==> config.mk <==
export PLATFORM = sky130hd
export DESIGN_NAME = pti_ram
export DESIGN_NICKNAME = d
export VERILOG_FILES = /design/src/hw/rtl/pti_ram.sv
export SDC_FILE = /design/constraint.sdc
export NUM_CORES = 1
export LEC_CHECK = 0
export BUFFER_PORTS_ARGS = -buffer_cell sky130_fd_sc_hd__buf_4
export CORE_MARGIN = 5
export CORE_UTILIZATION = 51
export DETAILED_ROUTE_END_ITERATION = 8
export PLACE_DENSITY = 0.81
export SLEW_MARGIN = 25
export SYNTH_ARGS = -nofsm -noshare
export SYNTH_HDL_FRONTEND = slang
export SYNTH_SLANG_ARGS = --single-unit
==> constraint.sdc <==
create_clock -name clk -period 1.4 [get_ports clk]
set_clock_uncertainty 0.1 [all_clocks]
set_input_delay 0 -clock clk [delete_from_list [all_inputs] [get_ports clk]]
set_output_delay 0 -clock clk [all_outputs]
set_load 0.01 [all_outputs]
==> src/hw/rtl/pti_ram.sv <==
`timescale 1ns / 1ps
// ----------------------------------------------------------------------------
// Generic single-port-write, single-port-read RAM
// One write and one registered read per cycle.
// ----------------------------------------------------------------------------
module pti_ram #(
	parameter int WIDTH = 8,
	parameter int DEPTH = 16
) (
	input  logic                     clk,
	input  logic                     we,
	input  logic [$clog2(DEPTH)-1:0] waddr,
	input  logic [WIDTH-1:0]         wdata,
	input  logic                     re,
	input  logic [$clog2(DEPTH)-1:0] raddr,
	output logic [WIDTH-1:0]         rdata
);

	logic [WIDTH-1:0] mem [DEPTH];

	always_ff @(posedge clk) begin
		if (we) begin
			mem[waddr] <= wdata;
		end
		if (re) begin
			rdata <= mem[raddr];
		end
	end

endmodule

# After elaboration in Yosys (flattened, before gate mapping)

Memory sizes are Yosys's and may differ from the RTL's. A register that Yosys moved wholly into a read port is not among the register bits.
Index checks and enable logic that the tools add are counted.

Flip-flop bits (word level): 0
RAM bits: 128
Bits of input ports: 19
Logic and storage cells: 3
Memories kept: 1

Memory list:

| name | depth | width | rd ports | clocked after Yosys merged registers in | wr ports | line | text |
|---|---|---|---|---|---|---|---|
| mem  | 16    | 8     | 1        | 1                                       | 1        | 19   | `logic [WIDTH-1:0] mem [DEPTH];` |

Muxes and demuxes: 2

Operators by type and width:

| kind             | number |
|---|---|
| 2-to-1 mux 1 bit | 2 |

# Longest topological paths before layout

Word-level depth: 2
Mapped depth: 5
Mapped depth without buffers: 3

# Worst setup path before layout

No wires, ideal clock.

Kind: input port to flip-flop
Start: input waddr[2]
End: memory mem[0][0] (enable)
Library setup time: 383 ps
Data arrival time: 1,110 ps
Path slack: -193 ps
Stages: 2
Buffers on the path: 0
Cells stage by stage: or3b_2 -> nor3_1

RTL lines:

| what        | line | text |
|---|---|---|
| from (decl) | 12   | `input logic [$clog2(DEPTH)-1:0] waddr,` |
| to (decl)   | 19   |  |

No word-level cell before the write port.

==> impl_metrics.sql <==
INSERT INTO impl_metrics (metric_group, metric, value, unit) VALUES
('outcome', 'outcome', 'complete, but fails checks', ''),
('outcome', 'violations', 'negative setup slack', ''),
('sta', 'max_slew_margin', '43.6', '%'),
('global_routing', 'grt.overflow.total', '0', ''),
('power_and_ir_drop', 'ir_drop', '688', 'uV'),
('synth', 'post_synth.cell_area_avg', '22.8', 'sq um'),
('sta', 'slew_violations', '0', ''),
('synth', 'syn-num-nets', '248', ''),
('synth', 'post-synth-top-area-cell', 'edfxtp_1', ''),
('detailed_routing', 'post_dr_wirelength_cell', '24.2', 'um'),
('setup_path', 'worstSetupStartpointType', 'flip-flop', ''),
('clock_network', 'tritoncts_buffers', '17', ''),
('detailed_routing', 'dr.first_iter.drc_count', '243', ''),
('setup_path', 'worstSetupEndpointType', 'flip-flop', ''),
('placement', 'dp.final_hpwl', '6480', 'um'),
('die', 'start_util', '51.6', '%'),
('clock_network', 'postCtsSetupBuffers', '0', ''),
('die', 'dieHeight', '111', 'um'),
('detailed_routing', 'vias', '2578', ''),
('sta', 'finalHoldWorstSlack', '0.0276', 'ns'),
('sta', 'timing_hold_violations_final', '0', ''),
('detailed_routing', 'drt_pre_antenna_iters', '4', ''),
('hold_path', 'hold_path_class', 'primary input to flip-flop', ''),
('setup_path', 'ordered_list_of_cells_on_the_worst_path', 'mux4_2 -> a22oi_2 -> nand2_1', ''),
('power_and_ir_drop', 'cellLeakagePower', '2.19', 'nW'),
('sta', 'setup_repair_after_global_routing_missed_its_margin', 'yes', ''),
('die', 'die-width', '111', 'um'),
('layout', 'finish.cell_count_without_fillers', '448', ''),
('die', 'die_area', '12400', 'sq um'),
('placement', 'dp.cells', '404', ''),
('setup_path', 'path_delay_family', 'multiplexers', ''),
('layout', 'drive_above_1_share', '35.9', '%'),
('layout', 'layout_common_cells', '136 x edfxtp_1, 44 x buf_4, 27 x mux4_2', ''),
('placement', 'placed_area', '5750', 'sq um'),
('layout', 'insertedDiodeCount', '0', ''),
('sta', 'timing.final.setup_violations', '8', ''),
('clock_network', 'tritoncts_clock_tree', 'built', ''),
('layout', 'areaGrowthSynthToFinish', '24.1', '%'),
('clock_network', 'clkLatencyLatePin', '0.52', 'ns'),
('setup_path', 'crit_path_max_incr_delay', '0.52', 'ns'),
('hold_path', 'worst_hold_startpoint', 'waddr[2]', ''),
('die', 'ios', '27', ''),
('detailed_routing', 'detail_route.wirelength', '10800', 'um'),
('layout', 'final_core_util', '64.0', '%'),
('synth', 'synth.distinct_cells', '18', ''),
('global_routing', 'first_global_vias', '2814', ''),
('global_routing', 'grt_start_max_net_pins', '17', ''),
('placement', 'gpl.final_weighted_congestion', '0.780', ''),
('global_routing', 'number_of_antenna_violations_at_the_first_check_in_global_routing', '0', ''),
('detailed_routing', 'detail_route.vias_per_cell', '5.75', ''),
('layout', 'mostFrequentLayoutCell', 'edfxtp_1', ''),
('layout', 'final_design_area_excluding_fillers', '6480', 'sq um'),
('clock_network', 'cts_root_buffer', 'clkbuf_8', ''),
('sta', 'layout_worst_path_cycle_share', '112', '%'),
('global_routing', 'grt_use_total', '18.9', '%'),
('sta', 'fin_ws', '-0.173', 'ns'),
('clock_network', 'htree_levels', '4', ''),
('setup_path', 'worst-r2r-setup-slack', '-0.17', 'ns'),
('setup_path', 'cp_max_fo', '1', ''),
('die', 'coreArea', '10100', 'sq um'),
('clock_network', 'cts_buffer_depth', '2', ''),
('synth', 'syn_inst', '229', ''),
('setup_path', 'crit_type', 'flip-flop to flip-flop', ''),
('synth', 'yosys_warnings', '0', ''),
('synth', 'synthesis.area', '5230', 'sq um'),
('die', 'fp-row-count', '37', ''),
('clock_network', 'clkSinkCount', '136', ''),
('sta', 'period_minus_slack', '1.57', 'ns'),
('synth', 'yosys-top-cells-area', 'edfxtp_1 78%, mux4_2 7.8%, mux4_1 7.0%', ''),
('sta', 'worst-slew-pin-transition', '0.844', 'ns'),
('flow_run', 'max_cap_violations', '0', '');
-- tightest hold or removal path, stage by stage --
cell and delay, ns:
buf_4 0.09, or3b_2 0.15, nor3_2 0.04, buf_4 0.17
-- cells by family (layout without fill, tap and decap cells) --
group	count (synthesis)	after routing	synth area share (%)
AOI/OAI and AO/OA	16	16	2.30
buffers and inverters	10	93	1.65
DFF	136	136	78.1
muxes	32	32	14.8
and+or+nand+nor	35	35	3.14
-- cells in the mapped netlist --
cell,n
buf_6,3
and2b_1,1
and2_1,1
buf_4,1
nor2_1,13
nand2_1,9
buf_2,3
nor2b_1,1
mux4_1,14
nor3_1,4
nand3_1,1
a22oi_1,16
or3b_2,1
nand2b_1,2
mux4_2,18
clkdlybuf4s25_2,3
nand3b_1,2
edfxtp_1,136
-- metal layers --
metal | track usage [%] | up-vias | part of all wire [%]
li1 | - | 1113 | -
met1 | 26.0 | 1348 | 41
met2 | 29.2 | 102 | 50
met3 | 6.00 | 15 | 7.6
met4 | 5.76 | 0 | 1.7
met5 | 0 | - | 0
-- sequential cells by signal, summed over array words and instances, names as in the netlist --
| name | cells |
|---|---|
| rdata | 8 |
| mem | 128 |
-- how the worst max path moves through the flow --
stage,cells after the start,end,start
2_1_floorplan,3,rdata[0],mem[1][0]
3_3_place_gp,5,rdata[4],raddr[0]
3_5_place_dp,6,rdata[2],raddr[0]
4_1_cts,3,rdata[4],mem[11][4]
5_1_grt,3,rdata[4],mem[10][4]
6_report,3,rdata[4],mem[11][4]
-- where the power goes --
group / total (mW) / internal (mW) / switching [mW]
clock: 4.64 / 3.05 / 1.59
combinational: 0.518 / 0.254 / 0.264
sequential: 4.62 / 4.59 / 0.0307
-- cell type report --
cell class                      count  area, sq um  area share (%)
Sequential cell                   136         4080            63.0
Multi-Input combinational cell     83         1060            16.3
Timing Repair Buffer               61          551            8.49
Clock buffer                       18          418            6.44
Clock inverter                     14          204            3.14
Tap cell                          136          170            2.62
-- timing repair --
action | 4_1_cts | 5_1_grt
hold endpoints to repair | 169 | 0
endpoints found under the setup margin | 8 | 8
pin swaps | 4 | 4
hold buffers | 12 | 0
resized for setup | 13 | 2
-- per-stage QoR --
| step | TNS (ns) | setup slack [ns] |
|---|---|---|
| after floorplan | 0 | 0.00244 |
| after global placement | -1.36 | -0.219 |
| after detailed placement | -1.59 | -0.261 |
| after CTS | -1.11 | -0.185 |
| after global routing | -1.35 | -0.238 |
| final | -0.965 | -0.173 |
Power figures use the tool's default switching activity.
