$ cat config.mk
export PLATFORM = sky130hd
export DESIGN_NAME = pti_div
export DESIGN_NICKNAME = d
export VERILOG_FILES = /design/src/hw/rtl/pti_pkg.sv /design/src/hw/rtl/pti_div.sv
export SDC_FILE = /design/constraint.sdc
export NUM_CORES = 1
export LEC_CHECK = 0
export BUFFER_PORTS_ARGS = -buffer_cell sky130_fd_sc_hd__buf_2
export CAP_MARGIN = 10
export CORE_ASPECT_RATIO = 0.6
export CORE_UTILIZATION = 55
export CTS_BUF_LIST = sky130_fd_sc_hd__clkbuf_8
export DETAILED_ROUTE_END_ITERATION = 10
export PLACE_DENSITY = 0.87
export SLEW_MARGIN = 20
export SYNTH_ARGS = -nofsm -noshare
export SYNTH_HDL_FRONTEND = slang
export SYNTH_SLANG_ARGS = --single-unit
$ cat constraint.sdc
create_clock -name clk -period 2.9 [get_ports clk]
set_input_delay 0.29 -clock clk [delete_from_list [all_inputs] [get_ports clk]]
set_output_delay 0.29 -clock clk [all_outputs]
set_load 0.005 [all_outputs]
$ cat src/hw/rtl/pti_pkg.sv
`timescale 1ns / 1ps
// ----------------------------------------------------------------------------
// Phase table inverse interpolator package
// Sizes, codes, state encoding and the divider request/response types.
// ----------------------------------------------------------------------------
package pti_pkg;

	localparam int TABLE_SIZE = 360;

	localparam int SAMPLE_W = 16;
	localparam int ENTRY_W  = SAMPLE_W + 1;
	localparam int TARGET_W = 9;
	localparam int POS_W    = 19;
	localparam int PHASE_FRAC_W = 6;
	localparam int FRAC_W   = 10;

	localparam int IDX_W = $clog2(TABLE_SIZE);
	localparam int CNT_W = $clog2(TABLE_SIZE + 1);

	localparam int TFIX_W = TARGET_W + PHASE_FRAC_W;
	localparam int CMP_W  = ENTRY_W + 2;

	localparam int NUM_W  = ENTRY_W;
	localparam int DEN_W  = ENTRY_W;
	localparam int DVD_W  = NUM_W + FRAC_W;
	localparam int QUO_W  = DVD_W;
	localparam int STEP_W = $clog2(DVD_W);
	localparam int SUM_W  = QUO_W + 1;

	localparam int POS_MAX         = (1 << POS_W) - 1;
	localparam int FULL_CIRCLE_FIX = 360 << PHASE_FRAC_W;
	localparam int END_POS_FULL    = TABLE_SIZE << FRAC_W;
	localparam logic [POS_W-1:0] END_POS =
		POS_W'((END_POS_FULL > POS_MAX) ? POS_MAX : END_POS_FULL);

	localparam logic CMD_LOAD  = 1'b0;
	localparam logic CMD_QUERY = 1'b1;

	localparam logic STAT_OK      = 1'b0;
	localparam logic STAT_PARTIAL = 1'b1;

	typedef enum logic [1:0] {
		ST_IDLE,
		ST_SCAN,
		ST_DIVIDE,
		ST_POST
	} pti_state_t;

	typedef struct packed {
		logic             start;
		logic [DVD_W-1:0] dividend;
		logic [DEN_W-1:0] divisor;
	} div_req_t;

	typedef struct packed {
		logic             done;
		logic [QUO_W-1:0] quotient;
	} div_rsp_t;

endpackage

$ cat src/hw/rtl/pti_div.sv
`timescale 1ns / 1ps
// ----------------------------------------------------------------------------
// Phase table inverse interpolator divider
// Restoring unsigned divider, one quotient bit per cycle.
// ----------------------------------------------------------------------------
module pti_div (
	input  logic              clk,
	input  logic              arst_n,
	input  pti_pkg::div_req_t req,
	output pti_pkg::div_rsp_t rsp
);
	import pti_pkg::*;

	logic              busy_q;
	logic              done_q;
	logic [STEP_W-1:0] step_q;
	logic [DEN_W-1:0]  rem_q;
	logic [DEN_W-1:0]  den_q;
	logic [DVD_W-1:0]  quo_q;

	logic [DEN_W:0]    shifted;
	logic              ge;
	logic [DEN_W:0]    rem_n;

	always_comb begin
		shifted = {rem_q, quo_q[DVD_W-1]};
		ge      = shifted >= {1'b0, den_q};
		rem_n   = ge ? (shifted - {1'b0, den_q}) : shifted;
	end

	always_ff @(posedge clk or negedge arst_n) begin
		if (!arst_n) begin
			busy_q <= 1'b0;
			done_q <= 1'b0;
		end else begin
			done_q <= 1'b0;
			if (req.start) begin
				busy_q <= 1'b1;
			end else if (busy_q && step_q == '0) begin
				busy_q <= 1'b0;
				done_q <= 1'b1;
			end
		end
	end

	always_ff @(posedge clk) begin
		if (req.start) begin
			rem_q  <= '0;
			den_q  <= req.divisor;
			quo_q  <= req.dividend;
			step_q <= STEP_W'(DVD_W - 1);
		end else if (busy_q) begin
			rem_q  <= rem_n[DEN_W-1:0];
			quo_q  <= {quo_q[DVD_W-2:0], ge};
			step_q <= step_q - 1'b1;
		end
	end

	assign rsp.done     = done_q;
	assign rsp.quotient = quo_q;

endmodule

* Word-level counts from Yosys, hierarchy flattened *
Index checks and enable logic that the tools add are counted.

cells by class
  $lt $le $gt $ge = 1
  muxes and demuxes = 7
  reduce and logical (&&, ||, !) cells = 4
  $add $sub $neg = 2

operators with widths
  cell                                               number
  2-to-1 mux 27 bit                                  2
  >= comparator 18 x 17 -> 1 bit                     1
  2-to-1 mux 17 bit                                  1
  subtractor 17 bit                                  1
  zero test 5 bit                                    1
  subtractor 5 x 1 -> 5 bit (second input constant)  1
  2-to-1 mux 1 bit                                   4
  nonzero test 2 bit                                 2
  logical AND 1 bit                                  1

word-level totals
  flip-flop bits (word level) = 68
  input port bits = 47
  output and inout bits = 28

* Longest topological paths before layout *
  depth in word-level cells = 4
  gate-level depth with buffers = 13
  gate-level depth less buffers = 12

* Worst setup path before layout *
OpenSTA, ideal clock, no wires.

  kind = register -> register
  start point = register quo_q[26]
  end point = register rem_q[16]
  setup time = 0.133 ns
  stages on the path, launching flop included = 13
  required time = 2.767 ns
  slack = 0.322 ns
  arrival = 2.445 ns
  cells stage by stage = edfxtp_1 inv_1 ha_1 inv_1 fa_1 a21o_1 a221oi_2 o221ai_2 a21boi_2 o21ai_2 o21ai_2 mux2i_1 nor4_2

between the ends
  cells in the longest elaborated chain, start to end = 2
  elaborated cells between the ends (all ways) = 3

ends and longest elaborated chain
  element                                                                     RTL line                      RTL
  start, declared                                                             pti_div.sv:19                 logic [DVD_W-1:0] quo_q;
  start signal, assigned                                                      pti_div.sv:50                 quo_q <= req.dividend;
  start signal, assigned                                                      pti_div.sv:54                 quo_q <= {quo_q[DVD_W-2:0], ge};
  subtractor 17 bit / >= comparator 18 x 17 -> 1 bit (equally long branches)  pti_div.sv:28, pti_div.sv:27
  2-to-1 mux 17 bit (*)                                                       pti_div.sv:28                 rem_n = ge ? (shifted - {1'b0, den_q}) : shifted;
  end signal, assigned                                                        pti_div.sv:53                 rem_q <= rem_n[DEN_W-1:0];
  end, declared                                                               pti_div.sv:17                 logic [DEN_W-1:0] rem_q;

Every way passes the cells marked *; elsewhere a longest branch is shown, timed or not.
A chain may end at the register's enable or synchronous reset.

* Worst setup path after layout *
  start point = register quo_q[26]
  end point = register rem_q[13]

The elaborated chain is that of the path after synthesis.

==> key figures <==
Critical path
  – Worst setup path class: reg2reg
  – CP Max Fanout: 6
  – Worst Reg-to-Reg Cells: 12
  – Critical Path Sink Type: flop
  – Crit path launch type: flop
  – Reg2reg setup slack: 100 ps
  – Critical path data required time: 3120 ps
  – CP arrival: 3020 ps
  – RR Startpoint: quo_q[26]
  – RR Endpoint: rem_q[13]

Synthesis
  – Post-synth EDFFs: 44
  – Mapped Cells: 303
  – Async SR Flop Fraction: 2.94%
  – Sequential-to-total area share from yosys stat: 51.3%
  – Synth cell types: 52
  – Top FF cell, synth: edfxtp_1
  – Post-synth top area share: 37.4%
  – Synth top area cells: edfxtp_1 (37%), dfxtp_1 (12%), mux2_2 (8.6%)
  – Most frequent cell after synthesis: edfxtp_1
  – Synthesized Nets: 369
  – Cell taking the most area after synthesis: edfxtp_1
  – Mapped Area: 3530 sq um
  – Syn Area/Cell: 11.7 sq um
  – Flops & latches, synth: 68
  – Synth warn: 0
  – Commonest cells in the netlist: edfxtp_1 (44), nor2_1 (28), mux2_2 (27), inv_1 (23), dfxtp_1 (22)

Power
  – Clock share of power: 22.2%
  – Total power: 0.00390 W
  – Sw frac: 35.8%
  – Pint: 0.00250 W
  – Gate power share: 42.4%
  – Leak pwr: 1.89 nW
  – Net switching power: 0.00140 W
  – Peak VDD IR: 0.409 mV
  – Sequential Power Share: 35.4%
  – Power per standard cell area: 901 nW/um^2

Finish
  – Syn-to-layout area delta: 22.5%
  – Post-Layout Cell Count: 478
  – Final nets: 455
  – Antenna Cells: 0
  – Final Core Density: 70.2%
  – Fillers: 440
  – Layout cell share with drive strength beyond 1: 36.8%

Drt
  – Met2 Routed Length: 3.42 mm
  – Uppermost routed layer: met4
  – ANT nets after route: 0
  – Vias per cell: 5.53
  – Routed WL per cell: 15.8 um
  – Met1 WL: 3.59 mm
  – Iter 0 DRT Violations: 156
  – Pre-antenna DRT Iters: 5
  – WL met3: 451 um
  – Routed WL: 7.53 mm
  – DR vias: 2641
  – DRC Markers: 0

Timing
  – Setup-failing EPs final: 0
  – Fin. Hold Viols: 0
  – Period utilization: 96.7%
  – Final Critical Period: 2800 ps
  – Highest Clock Rate: 0.357 GHz
  – TNS Setup: 0 ps
  – Slew Viols, Final: 0
  – Hold_ws: 114 ps
  – Worst-margin pin slew: 595 ps
  – Max_slew headroom: 60.3%
  – Worst Skew: 12.1 ps

Global route
  – GRT Total Usage: 23.0%
  – Initial antenna violation count: 0
  – Total congestion overflow: 0
  – First-pass GRT wire length: 11.7 mm
  – Vias in the first global route: 2463
  – Largest net degree at the start of global routing: 63

Clock tree
  – Clock sink total: 68
  – Clk slew on worst S/H paths: 80 ps
  – Max clock buf depth: 2
  – TritonCTS clock tree: done
  – CTS root buf: clkbuf_8
  – Worst-skew pair later-pin latency: 350 ps
  – H-tree depth: 3
  – CTS Buf Count: 9

Place
  – RD Place Congestion: 0.863
  – Hpwl dp: 5.17 mm
  – IO buf count: 74
  – DP Cell Count: 454

Floorplanning
  – Row count: 22
  – Die height: 64.1 um
  – Core area: 6170 sq um
  – Initial Utilization: 57.3%
  – Chip width: 105 um
  – Io pins: 75
  – Die area: 6760 sq um

Status
  – Status: finished, final reports clean

Flow run
  – Max cap viols: 0

Min path
  – Worst Hold Class: in2reg
  – Hold endpoint: den_q[11]
  – Worst hold stages: 1
  – Hold path startpoint: req[11]
-- worst max path at each step --
stage                          from        end  slack [ps]  cells after the start
after floorplan           quo_q[26]  rem_q[16]         320                     12
after global placement    quo_q[26]  rem_q[16]         250                     12
after detailed placement  quo_q[26]  rem_q[16]         110                     12
after CTS                 quo_q[26]  rem_q[16]          90                     12
after global routing      quo_q[26]  rem_q[13]         -20                     12
final                     quo_q[26]  rem_q[13]         100                     12
-- flip-flops by register name, indices dropped and copies added (netlist names) --
| signal | cells |
|---|---|
| done_q | 1 |
| rem_q | 17 |
| step_q | 5 |
| quo_q | 27 |
| busy_q | 1 |
| den_q | 17 |
-- layer usage --
| metal | GRT usage, % | up-vias |
|---|---|---|
| met5 | 0 | - |
| met4 | 6.69 | 0 |
| met3 | 6.53 | 9 |
| met2 | 34.6 | 97 |
| met1 | 32.4 | 1251 |
| li1 | - | 1284 |
-- per-stage QoR --
step | setup WS, ps | area, sq um
floorplan | 322 | 3530
global placement | 245 | 4000
detailed placement | 111 | 4000
CTS | 87.6 | 4230
global route | -19.9 | 4330
finish | 96.2 | 4330
-- critical path: stages (launching register included) --
cell and delay [ps]:
edfxtp_1 400, inv_1 80, ha_1 170, inv_1 60
fa_2 360, a21o_1 240, a221oi_4 350, o221ai_4 190
a21oi_4 250, buf_6 160, nor4bb_1 50, a211oi_1 250
o21ai_0 120
-- layout make-up --
cell class	instances	area, sq um	share of cell area (%)
clock buffer	9	124	2.86
clock inverter	7	98.8	2.28
inverter	23	86.3	2.00
multi-input combinational	200	1610	37.2
sequential	68	1810	41.9
tap	84	105	2.43
timing repair buffer	87	492	11.4
-- kinds of logic (layout without fill, tap and decap cells) --
family | count (synthesis) | in the layout | share of synthesized area, %
XOR/XNOR | 17 | 17 | 4.21
AO/OA/AOI/OAI | 66 | 66 | 13.9
buffers and inverters | 35 | 126 | 4.25
multiplexers | 32 | 32 | 10.0
AND/OR/NAND/NOR | 66 | 66 | 9.42
adder cells (fa/ha/maj) | 19 | 19 | 6.94
flip-flops | 68 | 68 | 51.3
-- power groups by stage --
stage	combinational, W	clock, W	sequential, W
after floorplan	0.00115	0	0.00136
after global placement	0.00139	0	0.00139
after detailed placement	0.00145	0	0.00140
after CTS	0.00146	0.000882	0.00138
after global routing	0.00180	0.000925	0.00140
final	0.00165	0.000864	0.00138
-- placed cells by master, fill, tap and decap left out, drive strengths merged, types with 4 or more instances in the layout --
master	netlist	final
nand2b	6	6
buf	4	86
xnor2	10	10
nand2	10	10
mux2	27	27
clkbuf	8	9
nor2	28	28
edfxtp	44	44
o21a	4	4
xor2	7	7
dfxtp	22	22
mux2i	5	5
a21oi	18	18
o21ai	13	13
inv	23	24
a211oi	12	12
ha	18	18
-- timing repair --
action | CTS | global route
resized for setup | 0 | 8
setup buffers | 0 | 6
hold endpoints to repair | 2 | 0
hold buffers | 1 | 0
setup endpoints to repair | 0 | 16
(Power assumes the default switching activity.)
